==> src/rtl/tkim_pkg.sv <==
// Package for the tick keyed interval map: request and response words,
// request and status codes, and the sequencer state types. No dependencies.
`default_nettype none
package tkim_pkg;

	localparam int CAPACITY_DEF = 16;
	localparam int KEY_W        = 32;
	localparam int CODE_W       = 16;
	localparam int ENTRY_W      = KEY_W + CODE_W;

	// Request codes.
	localparam logic [2:0] REQ_LOOKUP = 3'd0;
	localparam logic [2:0] REQ_SET    = 3'd1;
	localparam logic [2:0] REQ_REMOVE = 3'd2;
	localparam logic [2:0] REQ_EXISTS = 3'd3;
	localparam logic [2:0] REQ_MOVE   = 3'd4;
	localparam logic [2:0] REQ_RANGE  = 3'd5;

	// Status codes.
	localparam logic [1:0] STAT_OK   = 2'd0;
	localparam logic [1:0] STAT_FULL = 2'd1;
	localparam logic [1:0] STAT_NEG  = 2'd2;

	typedef struct packed {
		logic [2:0]         req_type;
		logic signed [31:0] tick;
		logic signed [31:0] dest_tick;
		logic [15:0]        type_code;
	} req_t;

	typedef struct packed {
		logic [15:0]        result_code;
		logic               found;
		logic signed [31:0] range_start;
		logic signed [31:0] range_end;
		logic [1:0]         status;
	} rsp_t;

	// Classification made by the front end.
	typedef struct packed {
		logic reject;
		logic unused;
		logic zero;
	} cls_t;

	typedef struct packed {
		req_t req;
		cls_t cls;
	} qitem_t;

	typedef enum logic [2:0] {
		S_IDLE, S_RD, S_CMP, S_DECIDE, S_SHR, S_SHW, S_SETGO, S_OUT
	} state_t;

	typedef enum logic [2:0] {
		PH_LOOKUP, PH_EXISTS, PH_RANGE, PH_SET, PH_REMOVE
	} phase_t;

endpackage
`default_nettype wire

==> src/rtl/tkim_ram.sv <==
// Generic single write port, single read port RAM with registered read.
// No dependencies.
`default_nettype none
module tkim_ram #(
	parameter int WIDTH = 48,
	parameter int DEPTH = 16,
	localparam int AW = (DEPTH > 1) ? $clog2(DEPTH) : 1
) (
	input  wire logic             clk,
	input  wire logic             we,
	input  wire logic [AW-1:0]    waddr,
	input  wire logic [WIDTH-1:0] wdata,
	input  wire logic             re,
	input  wire logic [AW-1:0]    raddr,
	output logic      [WIDTH-1:0] rdata
);
	logic [WIDTH-1:0] mem_q [DEPTH];

	// Write port and registered read port.
	always_ff @(posedge clk) begin
		if (we) begin
			mem_q[waddr] <= wdata;
		end
		if (re) begin
			rdata <= mem_q[raddr];
		end
	end
endmodule
`default_nettype wire

==> src/rtl/tkim_fifo.sv <==
// Two entry queue of raw words, used between the front end and the
// sequencer and in front of the result port. No dependencies.
`default_nettype none
module tkim_fifo #(
	parameter int WIDTH = 8
) (
	input  wire logic             clk,
	input  wire logic             arst_n,
	input  wire logic             push,
	input  wire logic [WIDTH-1:0] wdata,
	output logic                  full,
	input  wire logic             pop,
	output logic [WIDTH-1:0]      rdata,
	output logic                  empty
);
	logic [WIDTH-1:0] mem_q [2];
	logic             wr_ptr_q, rd_ptr_q;
	logic [1:0]       cnt_q;
	logic             do_push, do_pop;

	assign full    = (cnt_q == 2'd2);
	assign empty   = (cnt_q == 2'd0);
	assign do_push = push && !full;
	assign do_pop  = pop && !empty;
	assign rdata   = mem_q[rd_ptr_q];

	// Pointers and fill count.
	always_ff @(posedge clk or negedge arst_n) begin
		if (!arst_n) begin
			wr_ptr_q <= 1'b0;
			rd_ptr_q <= 1'b0;
			cnt_q    <= 2'd0;
		end else begin
			if (do_push) begin
				wr_ptr_q <= !wr_ptr_q;
			end
			if (do_pop) begin
				rd_ptr_q <= !rd_ptr_q;
			end
			cnt_q <= cnt_q + {1'b0, do_push} - {1'b0, do_pop};
		end
	end

	// Storage.
	always_ff @(posedge clk) begin
		if (do_push) begin
			mem_q[wr_ptr_q] <= wdata;
		end
	end
endmodule
`default_nettype wire

==> src/rtl/tkim_front.sv <==
// Front end: takes request words, classifies them and queues them for the
// sequencer. Depends on tkim_pkg and tkim_fifo.
`default_nettype none
module tkim_front (
	input  wire logic            clk,
	input  wire logic            arst_n,
	input  wire logic            push,
	input  wire tkim_pkg::req_t  req,
	output logic                 full,
	input  wire logic            q_pop,
	output tkim_pkg::qitem_t     q_item,
	output logic                 q_empty
);
	import tkim_pkg::*;

	qitem_t in_item;
	logic   is_mut;

	// A mutating request with a negative tick, or a move with a negative destination tick, is rejected outright.
	always_comb begin
		is_mut = (req.req_type == REQ_SET) || (req.req_type == REQ_REMOVE) ||
		         (req.req_type == REQ_MOVE);
		in_item.req        = req;
		in_item.cls.reject = (is_mut && req.tick < 0) ||
		                     (req.req_type == REQ_MOVE && req.dest_tick < 0);
		in_item.cls.unused = (req.req_type > REQ_RANGE);
		in_item.cls.zero   = (req.tick == 32'sd0);
	end

	tkim_fifo #(.WIDTH($bits(qitem_t))) u_q (
		.clk   (clk),
		.arst_n(arst_n),
		.push  (push),
		.wdata (in_item),
		.full  (full),
		.pop   (q_pop),
		.rdata (q_item),
		.empty (q_empty)
	);
endmodule
`default_nettype wire

==> src/rtl/tkim_back.sv <==
// Back end sequencer: scans the sorted change table, shifts entries on
// insert and delete, and builds one response word per request.
// Depends on tkim_pkg and tkim_ram.
`default_nettype none
module tkim_back #(
	parameter int CAPACITY = tkim_pkg::CAPACITY_DEF
) (
	input  wire logic             clk,
	input  wire logic             arst_n,
	input  wire logic             cfg_we,
	input  wire logic [15:0]      cfg_wdata,
	input  wire logic             q_empty,
	input  wire tkim_pkg::qitem_t q_item,
	output logic                  q_pop,
	input  wire logic             o_full,
	output logic                  o_push,
	output tkim_pkg::rsp_t        o_rsp
);
	import tkim_pkg::*;

	localparam int CW = $clog2(CAPACITY + 1);
	localparam int AW = (CAPACITY > 1) ? $clog2(CAPACITY) : 1;

	state_t             state_q, state_d;
	phase_t             phase_q;
	logic               move_q;
	logic signed [31:0] key_q, dest_q, prev_key_q, next_key_q;
	logic [CODE_W-1:0]  code_q, base_q, dflt_q, prev_code_q;
	logic [CW-1:0]      idx_q, count_q, up_q, upm1;
	logic               has_next_q;
	rsp_t               rsp_q;

	logic               ram_we, ram_re;
	logic [AW-1:0]      ram_waddr, ram_raddr;
	logic [ENTRY_W-1:0] ram_wdata, ram_rdata;
	logic signed [31:0] rd_key;
	logic [CODE_W-1:0]  rd_code;
	logic               hit, at_cap, dir_up, shr_done;
	logic [CODE_W-1:0]  in_effect;
	rsp_t               idle_rsp;
	logic               zero_move;

	assign rd_key    = signed'(ram_rdata[ENTRY_W-1:CODE_W]);
	assign rd_code   = ram_rdata[CODE_W-1:0];
	assign upm1      = up_q - CW'(1);
	assign hit       = (up_q != '0) && (prev_key_q == key_q);
	assign at_cap    = (count_q == CW'(CAPACITY));
	assign in_effect = (up_q == '0) ? base_q : prev_code_q;
	assign dir_up    = (phase_q == PH_SET);
	assign shr_done  = dir_up ? (idx_q == up_q) : ((idx_q + CW'(1)) >= count_q);
	assign o_rsp     = rsp_q;

	tkim_ram #(.WIDTH(ENTRY_W), .DEPTH(CAPACITY)) u_ram (
		.clk  (clk),
		.we   (ram_we),
		.waddr(ram_waddr),
		.wdata(ram_wdata),
		.re   (ram_re),
		.raddr(ram_raddr),
		.rdata(ram_rdata)
	);

	// Response word seeded when a request is taken from the queue.
	always_comb begin
		idle_rsp  = '0;
		zero_move = !q_item.cls.reject && !q_item.cls.unused && q_item.cls.zero &&
		            (q_item.req.req_type == REQ_MOVE);
		if (q_item.cls.reject) begin
			idle_rsp.status = STAT_NEG;
		end else if (!q_item.cls.unused && q_item.cls.zero) begin
			if (q_item.req.req_type == REQ_SET) begin
				idle_rsp.result_code = q_item.req.type_code;
			end else if (q_item.req.req_type == REQ_REMOVE ||
			             q_item.req.req_type == REQ_MOVE) begin
				idle_rsp.found = 1'b1;
			end
		end
	end

	// State register.
	always_ff @(posedge clk or negedge arst_n) begin
		if (!arst_n) begin
			state_q <= S_IDLE;
		end else begin
			state_q <= state_d;
		end
	end

	// Next state, handshakes and table port controls.
	always_comb begin
		state_d   = state_q;
		q_pop     = 1'b0;
		o_push    = 1'b0;
		ram_we    = 1'b0;
		ram_re    = 1'b0;
		ram_waddr = idx_q[AW-1:0];
		ram_wdata = ram_rdata;
		ram_raddr = idx_q[AW-1:0];
		case (state_q)
			S_IDLE: begin
				if (!q_empty) begin
					q_pop = 1'b1;
					if (q_item.cls.reject || q_item.cls.unused) begin
						state_d = S_OUT;
					end else if (q_item.cls.zero &&
					             (q_item.req.req_type == REQ_SET ||
					              q_item.req.req_type == REQ_REMOVE)) begin
						state_d = S_OUT;
					end else if (q_item.cls.zero && q_item.req.req_type == REQ_MOVE) begin
						state_d = S_SETGO;
					end else begin
						state_d = S_RD;
					end
				end
			end
			S_RD: begin
				if (idx_q == count_q) begin
					state_d = S_DECIDE;
				end else begin
					ram_re  = 1'b1;
					state_d = S_CMP;
				end
			end
			S_CMP: begin
				state_d = S_RD;
			end
			S_DECIDE: begin
				case (phase_q)
					PH_SET: begin
						if (hit) begin
							ram_we    = 1'b1;
							ram_waddr = upm1[AW-1:0];
							ram_wdata = {key_q, code_q};
							state_d   = S_OUT;
						end else if (at_cap) begin
							state_d = S_OUT;
						end else begin
							state_d = S_SHR;
						end
					end
					PH_REMOVE: begin
						if (hit) begin
							state_d = S_SHR;
						end else if (move_q) begin
							state_d = S_SETGO;
						end else begin
							state_d = S_OUT;
						end
					end
					default: begin
						state_d = S_OUT;
					end
				endcase
			end
			S_SHR: begin
				if (shr_done) begin
					if (dir_up) begin
						ram_we    = 1'b1;
						ram_wdata = {key_q, code_q};
						state_d   = S_OUT;
					end else begin
						state_d = move_q ? S_SETGO : S_OUT;
					end
				end else begin
					ram_re    = 1'b1;
					ram_raddr = dir_up ? AW'(idx_q - CW'(1)) : AW'(idx_q + CW'(1));
					state_d   = S_SHW;
				end
			end
			S_SHW: begin
				ram_we  = 1'b1;
				state_d = S_SHR;
			end
			S_SETGO: begin
				state_d = (dest_q == 32'sd0) ? S_OUT : S_RD;
			end
			S_OUT: begin
				if (!o_full) begin
					o_push  = 1'b1;
					state_d = S_IDLE;
				end
			end
			default: begin
				state_d = S_IDLE;
			end
		endcase
	end

	// Control state: count, base code and configured default.
	always_ff @(posedge clk or negedge arst_n) begin
		if (!arst_n) begin
			count_q <= '0;
			base_q  <= '0;
			dflt_q  <= '0;
		end else begin
			if (cfg_we) begin
				dflt_q <= cfg_wdata;
			end
			case (state_q)
				S_IDLE: begin
					if (!q_empty && q_item.cls.zero && !q_item.cls.reject &&
					    !q_item.cls.unused) begin
						if (q_item.req.req_type == REQ_SET) begin
							base_q <= q_item.req.type_code;
						end else if (q_item.req.req_type == REQ_REMOVE ||
						             q_item.req.req_type == REQ_MOVE) begin
							base_q <= dflt_q;
						end
					end
				end
				S_SHR: begin
					if (shr_done) begin
						count_q <= dir_up ? count_q + CW'(1) : count_q - CW'(1);
					end
				end
				S_SETGO: begin
					if (dest_q == 32'sd0) begin
						base_q <= code_q;
					end
				end
				default: begin
				end
			endcase
		end
	end

	// Request datapath, scan results and response word.
	always_ff @(posedge clk) begin
		case (state_q)
			S_IDLE: begin
				key_q      <= q_item.req.tick;
				dest_q     <= q_item.req.dest_tick;
				// A move from tick zero carries the base code.
				code_q     <= zero_move ? base_q : q_item.req.type_code;
				idx_q      <= '0;
				up_q       <= '0;
				has_next_q <= 1'b0;
				move_q     <= (q_item.req.req_type == REQ_MOVE);
				rsp_q      <= idle_rsp;
				case (q_item.req.req_type)
					REQ_LOOKUP: phase_q <= PH_LOOKUP;
					REQ_SET:    phase_q <= PH_SET;
					REQ_EXISTS: phase_q <= PH_EXISTS;
					REQ_RANGE:  phase_q <= PH_RANGE;
					default:    phase_q <= PH_REMOVE;
				endcase
			end
			S_CMP: begin
				// Keys are sorted, so the last key at or below the tick wins.
				if (rd_key <= key_q) begin
					up_q        <= idx_q + CW'(1);
					prev_key_q  <= rd_key;
					prev_code_q <= rd_code;
				end else if (!has_next_q) begin
					has_next_q <= 1'b1;
					next_key_q <= rd_key;
				end
				idx_q <= idx_q + CW'(1);
			end
			S_DECIDE: begin
				case (phase_q)
					PH_LOOKUP: begin
						rsp_q.result_code <= (key_q < 0) ? dflt_q : in_effect;
					end
					PH_EXISTS: begin
						rsp_q.found <= hit;
					end
					PH_RANGE: begin
						if (key_q < 0) begin
							rsp_q.range_start <= -32'sd1;
							rsp_q.range_end   <= -32'sd1;
						end else begin
							rsp_q.range_start <= (up_q == '0) ? 32'sd0 : prev_key_q;
							rsp_q.range_end   <= has_next_q ? next_key_q : -32'sd1;
						end
					end
					PH_SET: begin
						if (hit) begin
							rsp_q.result_code <= code_q;
						end else if (at_cap) begin
							rsp_q.status <= STAT_FULL;
						end else begin
							idx_q <= count_q;
						end
					end
					default: begin
						rsp_q.found <= hit;
						if (move_q) begin
							code_q <= in_effect;
						end
						idx_q <= upm1;
					end
				endcase
			end
			S_SHR: begin
				if (shr_done && dir_up) begin
					rsp_q.result_code <= code_q;
				end
			end
			S_SHW: begin
				idx_q <= dir_up ? idx_q - CW'(1) : idx_q + CW'(1);
			end
			S_SETGO: begin
				key_q      <= dest_q;
				phase_q    <= PH_SET;
				idx_q      <= '0;
				up_q       <= '0;
				has_next_q <= 1'b0;
				if (dest_q == 32'sd0) begin
					rsp_q.result_code <= code_q;
				end
			end
			default: begin
			end
		endcase
	end
endmodule
`default_nettype wire

==> src/rtl/tick_keyed_interval_map.sv <==
// Top level of the tick keyed interval map: front end queue, sequencer and
// result queue. Depends on tkim_pkg, tkim_front, tkim_back and tkim_fifo.
//
//   channel   ports                       moves
//   request   push, full, req             one req_t word per accepted push
//   result    empty, pop, rsp             one rsp_t word per request
//   config    cfg_we, cfg_wdata           default type code, no read-back
//
// The back end scans the stored changes with serial reads of the table
// RAM, then shifts entries with one read and one write each to finish an
// insert or delete; a move runs as a remove followed by a set.
// Reset clears the count and base code; table contents need no clearing.
// Two queues let the front accept and the result wait while the back works.
`default_nettype none
module tick_keyed_interval_map #(
	parameter int CAPACITY = tkim_pkg::CAPACITY_DEF
) (
	input  wire logic           clk,
	input  wire logic           arst_n,
	input  wire logic           push,
	input  wire tkim_pkg::req_t req,
	output logic                full,
	output logic                empty,
	input  wire logic           pop,
	output tkim_pkg::rsp_t      rsp,
	input  wire logic           cfg_we,
	input  wire logic [15:0]    cfg_wdata
);
	import tkim_pkg::*;

	qitem_t q_item;
	logic   q_empty, q_pop;
	logic   o_full, o_push;
	rsp_t   o_rsp;

	tkim_front u_front (
		.clk    (clk),
		.arst_n (arst_n),
		.push   (push),
		.req    (req),
		.full   (full),
		.q_pop  (q_pop),
		.q_item (q_item),
		.q_empty(q_empty)
	);

	tkim_back #(.CAPACITY(CAPACITY)) u_back (
		.clk      (clk),
		.arst_n   (arst_n),
		.cfg_we   (cfg_we),
		.cfg_wdata(cfg_wdata),
		.q_empty  (q_empty),
		.q_item   (q_item),
		.q_pop    (q_pop),
		.o_full   (o_full),
		.o_push   (o_push),
		.o_rsp    (o_rsp)
	);

	// Result queue toward the consumer.
	tkim_fifo #(.WIDTH($bits(rsp_t))) u_out (
		.clk   (clk),
		.arst_n(arst_n),
		.push  (o_push),
		.wdata (o_rsp),
		.full  (o_full),
		.pop   (pop),
		.rdata (rsp),
		.empty (empty)
	);
endmodule
`default_nettype wire

==> config.mk <==
export PLATFORM = sky130hd
export DESIGN_NAME = tick_keyed_interval_map
export DESIGN_NICKNAME = d
export VERILOG_FILES = /design/src/rtl/tkim_pkg.sv /design/src/rtl/tkim_ram.sv /design/src/rtl/tkim_fifo.sv /design/src/rtl/tkim_front.sv /design/src/rtl/tkim_back.sv /design/src/rtl/tick_keyed_interval_map.sv
export SDC_FILE = /design/constraint.sdc
export NUM_CORES = 2
export LEC_CHECK = 0
export BUFFER_PORTS_ARGS = -buffer_cell sky130_fd_sc_hd__buf_2
export CAP_MARGIN = 20
export CORE_MARGIN = 8
export CORE_UTILIZATION = 40
export CTS_CLUSTER_SIZE = 40
export DETAILED_ROUTE_END_ITERATION = 12
export PLACE_DENSITY = 0.52
export SLEW_MARGIN = 20
export SYNTH_ARGS = -nofsm -noshare
export SYNTH_HDL_FRONTEND = slang
export SYNTH_HIERARCHICAL = 1
export SYNTH_SLANG_ARGS = --single-unit
==> constraint.sdc <==
create_clock -name clk -period 19 [get_ports clk]
set_clock_uncertainty 0.2 [all_clocks]
set_input_delay 2.85 -clock clk [delete_from_list [all_inputs] [get_ports clk]]
set_output_delay 2.85 -clock clk [all_outputs]
set_load 0.05 [all_outputs]
Word-level counts from Yosys, hierarchy flattened

Memory sizes are Yosys's and may differ from the RTL's. A register that Yosys moved wholly into a read port is not among the register bits.
Index checks and enable logic that the tools add are counted.

Register bits after elaboration: 306
Bits in latches: 0
RAM bits: 1106
Bits in read-only memories: 0
Bits of input ports: 104
Output and inout port bits: 85
Word-level logic and storage cells: 243
Memories kept: 3

Add/sub/neg operators: 9
$mul: 0
Divide/modulo/power cells: 0
$lt $le $gt $ge: 6
Eq/ne operators: 45
Shift-type cells: 0
Muxes and demuxes: 88
Bitwise logic cells: 2
Reduce and logical (&&, ||, !) cells: 64

Memory list:

| name               | depth | width | rd ports | clocked after memory_dff | wr ports | line            | text |
|---|---|---|---|---|---|---|---|
| u_back.u_ram.mem_q | 16    | 48    | 1        | 1                        | 1        | tkim_ram.sv:17  | `logic [WIDTH-1:0] mem_q [DEPTH];` |
| u_front.u_q.mem_q  | 2     | 86    | 1        | 0                        | 1        | tkim_fifo.sv:16 | `logic [WIDTH-1:0] mem_q [2];` |
| u_out.mem_q        | 2     | 83    | 1        | 0                        | 1        | tkim_fifo.sv:16 |  |

Operator list:

| operator                                                              | number |
|---|---|
| 16-bit two-way mux                                                    | 12 |
| 48-bit two-way mux                                                    | 4 |
| 67-bit one-hot mux with 2 select lines                                | 1 |
| 64-bit two-way mux                                                    | 2 |
| 32-bit by 1-bit < comparator with 1-bit output, second input constant | 3 |
| 16-bit one-hot mux with 2 select lines                                | 3 |
| 48-bit one-hot mux with 2 select lines                                | 1 |
| 32-bit zero test                                                      | 2 |
| 32-bit two-way mux                                                    | 2 |
| 16-bit one-hot mux with 4 select lines                                | 1 |
| 32-bit one-hot mux with 2 select lines                                | 1 |
| 17-bit two-way mux                                                    | 2 |
| 32-bit equality test                                                  | 1 |
| 32-bit <= comparator                                                  | 1 |
| 3-bit two-way mux                                                     | 10 |
| 5-bit two-way mux                                                     | 5 |
| 3-bit equality test, second input constant                            | 8 |
| 4-bit two-way mux                                                     | 6 |
| 3-bit one-hot mux with 8 select lines                                 | 1 |
| 1-bit two-way mux                                                     | 23 |
| 3-bit by 2-bit equality test with 1-bit output, second input constant | 7 |
| 5-bit one-hot mux with 2 select lines                                 | 2 |
| 5-bit one-hot mux with 4 select lines                                 | 1 |
| 1-bit logical AND                                                     | 17 |
| other kinds (36)                                                      | 98 |

Logic depth before layout (Yosys ltp)

An unclocked memory read counts as a cell.

Word-level depth: 8
Gate-level depth with buffers: 15
Mapped depth without buffers: 12

Modules after synthesis

Netlist, hierarchy kept.

By module, submodules not included:

| module                  | times used | cells an instance | area each (um2) | seq. area each (um2) |
|---|---|---|---|---|
| tkim_ram                | 1          | 1242              | 30171.4         | 24503.5 |
| tkim_back               | 1          | 1256              | 14636.5         | 8748.4 |
| tkim_fifo (u_front.u_q) | 1          | 286               | 6525.0          | 5265.0 |
| tkim_fifo (u_out)       | 1          | 276               | 6431.2          | 5084.9 |
| tkim_front              | 1          | 17                | 108.9           | 0.0 |

Least setup slack after synthesis

No wires, ideal clock.

Path kind: reg-to-reg
Start: register u_back.state_q[2]
End: register u_back.rsp_q (netlist bit u_back/o_rsp[10]), enable pin
Setup time: 0.661 ns
Arrival time: 7.417 ns
Required time: 18.139 ns
Setup slack: 10.723 ns
Stages on the path, launching flop included: 5
Buffers on the path: 1
Period minus slack after synthesis: 8.277 ns
Cell sequence: dfrtp_1 -> nor2b_1 -> nand2_1 -> clkbuf_1 -> o41ai_1

Word-level cells in the longest chain between the ends: 3
Elaborated cells on any way between the ends: 5
Classes of those cells: eq/ne (2); reduce/logical (3)

RTL lines:

| item                                                                                     | line             | text |
|---|---|---|
| from (decl)                                                                              | tkim_back.sv:24  | `state_t state_q, state_d;` |
| from (signal assigned)                                                                   | tkim_back.sv:85  | `state_q <= state_d;` |
| 3-bit by 2-bit equality test with 1-bit output / 3-bit zero test (equally long branches) | tkim_back.sv:229 | `case (state_q)` |
| 2-bit != test (no source line) / 2-bit nonzero test (equally long branches)              | --               |  |
| 2-bit AND reduction (no source line) *                                                   | --               |  |
| to (signal assigned)                                                                     | tkim_back.sv:239 | `rsp_q <= idle_rsp;` |
| to (decl)                                                                                | tkim_back.sv:31  | `rsp_t rsp_q;` |

Every way passes the cells marked *; elsewhere a longest branch is shown, timed or not.
A chain may end at the register's enable or synchronous reset.

==> impl_metrics.toml <==
[setup_path]
cp_slowest_stage_delay_ns = 0.82
critical_path_required_ns = 15.95
start_kind = "flop"
crit_chain = "buf_4 -> mux2_4 -> buf_2"
cp.arrival_ns = 2.98
r2r-start = "u_back/phase_q[0]$_SDFFCE_PP1N_"
ff2ff_setup_slack_ns = 13.03
crit_path_max_fanout = 55
worstSetupPathType = "reg2out"
timing.rr.end = "u_back/u_ram/rdata[35]$_DFFE_PP_"
crit_slowest_cell = "buf_4"
cpLargestDelayFamily = "buffers and inverters"
critical_path_depth = 3
rr_worst_depth = 11
cp.buffers_inverters = 2
endpoint_kind = "output pin"

[clock_tree]
cts_hold_buf = 0
tritoncts_num_sinks = 1460
cts_max_path_buffers = 3
tritoncts = "built"
htree_levels = 4
clkTransAtPathRegs_ns = 0.06
cts_made_buffers = 148
cts_resized = 0
clock-root-buffer = "clkbuf_16"
insertion_delay_ns = 0.77
cts_setup_buffers = 0

[place]
post_dp_cell_area_um2 = 61100
dp_hpwl_um = 86900
pre_cts_ws_ns = 12.95
port_buffers = 188
routabilityCongestion = 0.837

[yosys]
async_flop_share = 0.0329
synth_flop_cell = "edfxtp_1"
syn_avg_cell_area_um2 = 18.8
synth-seq-area-share = 0.753
synth_edf_count = 1412
syn_nets = 3230
synthDistinctLibCells = 62
ys_warn_count = 6
ys_seq_elements = 1460
synthesis.area_um2 = 57900
synthCells = 3077

[cells_and_area]
area_delta_synth_final_pct = 14.0
drive_gt1_frac = 0.273
fin_nets = 3482
postLayoutCellArea_um2 = 66000

[pwr]
total_power_mw = 11.7
p_per_area_nw_per_um2 = 177
p_leak_nw = 22.4
peakVddDrop_mv = 0.166

[sta]
setup_ws_ns = 12.97
maxSlewHeadroom = 0.261
hold_viol = 0
min_period_over_period = 0.317
tns_ns = 0
grt_setup_unrepaired = "false"
slew_viol_final = 0
worst_pin_slew_ns = 1.11
timing.hold.ws_ns = 0.240
max_freq_mhz = 166
fin_crit_ns = 6.03
setup_viol = 0

[drt]
finalWirelength_um = 143000
vias = 29106
dr.pass1.iters = 5
routed-wl-met3_um = 7770
remaining_drc_errors = 0
highest_layer = "met4"
wl_met1_um = 63500
first_iter_violations = 2508
vias_per_cell = 5.44
postRouteAntennaNets = 0
wire_per_inst_um = 26.8
wl_met2_um = 69100

[die]
core_area_um2 = 144000
die_h_um = 396
io_pins = 189
die_w_um = 396
row_count = 139
initial_utilization = 0.403
die_area_um2 = 157000

[global_route]
grt_pass1_wl_um = 209000
first_global_vias = 30211
grt_max_degree = 116
grt_overflow_total = 0
antenna_found_initial = 6
grt_usage = 0.179

[hold_path]
hold_start = "u_back/o_rsp[34]$_SDFFCE_PN0P_"
hold_path_end = "u_out/mem_q[0][34]$_DFFE_PP_"
hp-class = "reg2reg"
min_path_cells = 0

[job]
cap_violations = 0

[outcome]
outcome = "finished clean"
==> per-stage QoR <==
stage | util | std cells
floorplan | - | 3077
global placement | 0.426 | 5081
detailed placement | 0.426 | 5081
CTS | 0.459 | 5351
global route | 0.459 | 5354
finish | 0.459 | 5354
==> power breakdown <==
group | leakage, nW | internal, mW | switching (mW)
Combinational | 6.55 | 1.47 | 2.38
Sequential | 13.5 | 4.56 | 0.407
Clock | 2.34 | 1.66 | 1.21
Total | 22.4 | 7.69 | 4.00
==> worst max-delay path by stage <==
stage,start,endpoint,slack [ns]
after floorplan,u_back/state_q[2]$_DFFE_PN0P_,u_back/o_rsp[10]$_SDFFCE_PN0P_,10.72
after global placement,u_back/phase_q[0]$_SDFFCE_PP1N_,u_back/u_ram/rdata[34]$_DFFE_PP_,12.77
after detailed placement,u_back/phase_q[0]$_SDFFCE_PP1N_,u_back/u_ram/rdata[7]$_DFFE_PP_,12.95
after CTS,u_out/rd_ptr_q$_DFFE_PN0P_,rsp[9],12.84
after global routing,u_back/phase_q[0]$_SDFFCE_PP1N_,u_back/u_ram/rdata[41]$_DFFE_PP_,12.52
final,u_out/rd_ptr_q$_DFFE_PN0P_,rsp[27],12.97
==> cell families after synthesis <==
logic type	count (synthesis)	synth area share
mux	482	0.137
buf+inv	202	0.0168
xor+xnor	69	0.0104
simple gates	539	0.0398
flops	1460	0.753
fa+ha+maj	49	0.0107
compound gates	276	0.0314
==> layer usage <==
layer  GRT usage  up-vias
li1            -    12652
met1       0.251    15403
met2       0.292      870
met3      0.0301      181
met4      0.0476        0
met5           0        -
==> flip-flops by register name, summed over array words and instances (netlist names), 3 cells and up <==
register,cells
u_back/u_ram/rdata,48
u_back/code_q,16
u_back/prev_key_q,32
u_back/state_q,3
u_back/phase_q,3
u_back/idx_q,5
u_front/u_q/mem_q,172
u_back/key_q,32
u_back/prev_code_q,16
u_back/base_q,16
u_back/o_rsp,83
u_back/u_ram/mem_q,768
u_back/next_key_q,32
u_back/dflt_q,16
u_back/dest_q,32
u_out/mem_q,166
u_back/up_q,5
u_back/count_q,5
==> final cells by class <==
class                      instances  area, µm²
sequential                      1460      43600
clock buffer                     184       3980
fill                           12229      77700
clock inverter                    86        811
tap                             1903       2380
timing repair buffer             244       1400
multi-input combinational       1415      13500
antenna                            2       5.00
inverter                          60        225
==> synthesized netlist by cell type, drive strengths merged (9+ instances only) <==
cell type	n	share of area
o21ai	51	0.0044
nor2b	9	0.00097
nand2	202	0.013
nor3	11	0.00095
nand3	13	0.0011
a22oi	112	0.015
nor2	229	0.015
dfrtp	48	0.021
nor4	28	0.0031
nand4	12	0.0013
mux2i	38	0.0066
xor2	42	0.0064
ha	48	0.010
xnor2	27	0.0041
nand2b	9	0.00097
buf	78	0.0087
edfxtp	1412	0.73
a21oi	51	0.0044
o22ai	20	0.0022
mux2	252	0.056
mux4	192	0.075
clkbuf	64	0.0042
inv	60	0.0039
==> cell usage in the layout (no fill, tap or decap), types with 4 or more instances in the layout <==
master | synthesis | layout
edfxtp_1 | 1412 | 1412
nor2_1 | 227 | 212
nand2_1 | 202 | 200
mux4_2 | 192 | 192
buf_2 | 28 | 188
clkbuf_16 | 0 | 154
mux2_2 | 142 | 141
a22oi_1 | 112 | 112
mux2_4 | 110 | 110
inv_1 | 59 | 59
buf_4 | 19 | 53
a21oi_1 | 51 | 48
o21ai_0 | 48 | 48
ha_1 | 48 | 48
dfrtp_1 | 48 | 46
xor2_1 | 42 | 42
mux2i_1 | 38 | 38
clkinv_1 | 0 | 33
clkbuf_1 | 64 | 29
clkinv_2 | 0 | 27
xnor2_1 | 27 | 26
nor4_1 | 27 | 26
o22ai_1 | 20 | 20
nor2_4 | 0 | 15
bufinv_16 | 0 | 13
nand3_1 | 13 | 13
nand4_1 | 12 | 12
nand2b_1 | 9 | 9
a21o_1 | 8 | 8
nor2b_1 | 9 | 7
a211oi_1 | 6 | 6
nor3_1 | 11 | 6
nor3_2 | 0 | 5
clkinv_8 | 0 | 4
nand3b_1 | 4 | 4
and4_1 | 4 | 4
No activity file was read; power rests on OpenSTA's default activity.
